**config.mk**
```make
export PLATFORM = sky130hd
export DESIGN_NAME = lag_cell
export DESIGN_NICKNAME = d
export VERILOG_FILES = /design/src/sv/lag_pkg.sv /design/src/sv/lag_cell.sv
export SDC_FILE = /design/constraint.sdc
export NUM_CORES = 1
export LEC_CHECK = 0
export BUFFER_PORTS_ARGS = -buffer_cell sky130_fd_sc_hd__buf_2
export CAP_MARGIN = 20
export CORE_AREA = 2 2 39 41
export CTS_CLUSTER_SIZE = 24
export DETAILED_ROUTE_END_ITERATION = 8
export DIE_AREA = 0 0 41 43
export HOLD_SLACK_MARGIN = 0.15
export PLACE_DENSITY = 0.39
export SLEW_MARGIN = 30
export SYNTH_ARGS = -nofsm -noshare
export SYNTH_HDL_FRONTEND = slang
export SYNTH_SLANG_ARGS = --single-unit
```
**constraint.sdc**
```tcl
create_clock -name clk -period 4 [get_ports clk]
set_clock_uncertainty 0.15 [all_clocks]
set_input_delay 0.4 -clock clk [delete_from_list [all_inputs] [get_ports clk]]
set_output_delay 0.4 -clock clk [all_outputs]
set_load 0.05 [all_outputs]
```
**src/sv/lag_pkg.sv**
```systemverilog
package lag_pkg;

	// item opcodes
	localparam logic [1:0] OP_TOGGLE = 2'd0;
	localparam logic [1:0] OP_STEP   = 2'd1;
	localparam logic [1:0] OP_READ   = 2'd2;

	// life rule: birth on three neighbors, survival on two or three
	localparam logic [3:0] BIRTH_COUNT   = 4'd3;
	localparam logic [3:0] SURVIVE_COUNT = 4'd2;

	typedef enum logic [2:0] {
		ST_CLEAR,
		ST_IDLE,
		ST_SWEEP,
		ST_READ,
		ST_RESP
	} state_t;

	// window control shared by every column cell
	typedef struct packed {
		logic clear;
		logic load;
	} cell_ctrl_t;

endpackage

```
**src/sv/lag_cell.sv**
```systemverilog
module lag_cell
	import lag_pkg::*;
(
	input  logic       clk,
	input  cell_ctrl_t ctrl,
	input  logic       below,
	input  logic [1:0] left_sum,
	input  logic [1:0] right_sum,
	output logic [1:0] col_sum,
	output logic       next_alive
);

	// rows above and at the cell being computed, for this column
	logic top_q;
	logic mid_q;
	logic [3:0] nbr_count;

	always_ff @(posedge clk) begin
		if (ctrl.clear) begin
			top_q <= 1'b0;
			mid_q <= 1'b0;
		end else if (ctrl.load) begin
			top_q <= mid_q;
			mid_q <= below;
		end
	end

	assign col_sum = {1'b0, top_q} + {1'b0, mid_q} + {1'b0, below};

	// own column minus the cell itself plus both neighbor columns
	assign nbr_count = {2'b00, left_sum} + {2'b00, right_sum}
		+ {3'b000, top_q} + {3'b000, below};

	assign next_alive = (nbr_count == BIRTH_COUNT)
		|| ((nbr_count == SURVIVE_COUNT) && mid_q);

endmodule
```
==> impl_metrics.toml <==
[yosys]
synth.distinct_cells = 9
syn_avg_cell_area_um2 = 11.3
synth_nets = 31
yosys.area_share.simple_pct = 9.80
synth_cells = 17
yosys.area.top_type_share_pct = 31.4
syn_area_um2 = 191
yosysSeqAreaShare_pct = 20.9
yosys_warnings = 0
ys_ff_latch = 2
yosysTopAreaCell = "fa_1"
synth_area_leaders = "fa_1, dfxtp_1, ha_1, mux2i_1, a21oi_1"
synth_top_family_by_area = "adder cells"
synth-compound-area-share_pct = 7.84
yosys-mux-area-fraction_pct = 10.5
synth_fa_ha_area_share_pct = 51.0
synthXorXnorAreaFrac_pct = 0

[routing]
drtIter0Drc = 0
via_per_inst = 3.89
dr.pass1.iters = 1
top_layer = "met3"
met1Wirelength_um = 175
dr_wl_met3_um = 41
wl_um = 435
wire_per_inst_um = 9.46
ant_nets = 0
vias = 179
met2_length_um = 218
drc = 0

[die]
initial_core_util_pct = 13.8
rows = 14
die_w_um = 41
die_h_um = 43
core_area_um2 = 1380
ios = 11
die-area_um2 = 1760

[layout]
layout_commonest_cell = "buf_2"
most-common-layout-cells = "buf_2, fa_1, ha_1, clkbuf_4"
finalNetCount = 46
antenna_cells = 0
area_growth_pct = 48.4
final-instance-count-excl-fill = 46
drive_above_1_share_pct = 43.3

[sta]
final-hold-violation-count = 0
period_needed_ns = 2.84
clock.fmax_mhz = 352
fin_setup_tns_ns = 0
fin_crit_sh_pct = 71.1
hold_ws_ns = 0.203
slew_violations = 0
grt_setup_unrepaired = "no"
setup_violations = 0
relSlewSlack_pct = 83.2
worstMarginPinSlew_ns = 0.254

[worst_setup_path]
required_ns = 3.45
start_kind = "register"
critPathKind = "register to output port"
reg2reg_to = "top_q"
reg2reg_from = "mid_q"
end_kind = "output port"
r2r_cells = 2
arrival_ns = 2.29
r2r_slack_ns = 3.22
cp_max_fo = 3

[global_routing]
grt_antenna_before_repair = 0
grt_max_degree = 5
grtUsageTotal_pct = 7.55
grt_pass1_wl_um = 828
overflow = 0
grt_pass1_vias = 216

[outcome]
outcome = "finished, final reports clean"

[pwr]
vdd_ir_drop_max_mv = 0.0959
switching_share_pct = 35.8
switchingPower_mw = 0.0376
p_int_mw = 0.0673
total_power_mw = 0.105
power.density_nw_per_um2 = 369
pwr-share-seq_pct = 21.2
p_leak_nw = 0.144
clockPowerShare_pct = 42.0
power_frac_comb_pct = 36.8

[clock_tree]
cts.sinks = 2
cts_tree = "yes"
clock_latency_ns = 0.22
cts_resized = 0
cts_buffer_depth = 2
cts_hold_buffers = 0
numCtsBuffers = 3
post-cts-setup-buffer-count = 0
root_buffer = "clkbuf_4"
cts.htree.levels = 1
clkTransAtPathRegs_ns = 0.03

[place]
place_congestion = 0.581
numPortBuffers = 10
hpwl_um = 367
dp.cells = 43

[run]
cap_violations = 0

[worst_hold_path]
hold_path_end = "mid_q"
hold_depth = 2
min_from = "ctrl[1]"
hold_path_class = "input port to register"
[synthesized netlist by cell type (all sizes together)]
library cell / n
o21ai: 1
or2: 1
fa: 3
ha: 3
nand3: 1
dfxtp: 2
a21oi: 2
nor2: 2
mux2i: 2
[state kept, by name (all words and copies together), names as in the netlist]
signal  flops
mid_q       1
top_q       1
[stage by stage]
| stage | util [%] | setup slack, ns | area (µm²) |
|---|---|---|---|
| after floorplan | - | 1.00 | 191 |
| after global placement | 18.9 | 1.24 | 262 |
| after detailed placement | 18.9 | 1.19 | 262 |
| after CTS | 20.5 | 1.14 | 284 |
| after global routing | 20.5 | 0.975 | 284 |
| final | 20.5 | 1.16 | 284 |
[routing by layer]
layer | vias up | global-route usage (%)
li1 | 88 | -
met2 | 9 | 10.6
met5 | - | 0
met1 | 82 | 7.47
met3 | 0 | 3.14
met4 | 0 | 8.00
[critical path: stages, from the launching register on]
cell     delay [ns]
dfxtp_1        0.38
fa_1           0.44
ha_1           0.22
fa_1           0.38
or2_0          0.23
a21oi_1        0.15
buf_2          0.28
[cell families after synthesis]
logic type,after synthesis
AND/OR/NAND/NOR,4
flip-flops,2
multiplexers,2
adder cells (fa/ha/maj),6
AO/OA/AOI/OAI,3
[cell type report]
type | instances | area (µm²)
timing repair buffer | 10 | 50.0
multi-input combinational | 15 | 151
tap | 16 | 20.0
clock buffer | 3 | 22.5
sequential | 2 | 40.0
fill | 153 | 1100
[how the worst max path moves through the flow]
stage / cells past startpoint / slack, ns / to / from
global placement: 7 / 1.24 / next_alive / below
CTS: 6 / 1.14 / next_alive / top_q
finish: 6 / 1.16 / next_alive / top_q
global route: 6 / 0.97 / next_alive / top_q
floorplan: 5 / 1.0 / next_alive / below
detailed placement: 7 / 1.19 / next_alive / below
[power by group through the flow]
stage                     registers (mW)  clock network (mW)  logic, mW
after floorplan                   0.0222                   0     0.0289
after global placement            0.0223                   0     0.0368
after detailed placement          0.0224                   0     0.0393
after CTS                         0.0222              0.0476     0.0394
after global routing              0.0224              0.0480     0.0446
final                             0.0222              0.0441     0.0386
(Power assumes the default switching activity.)
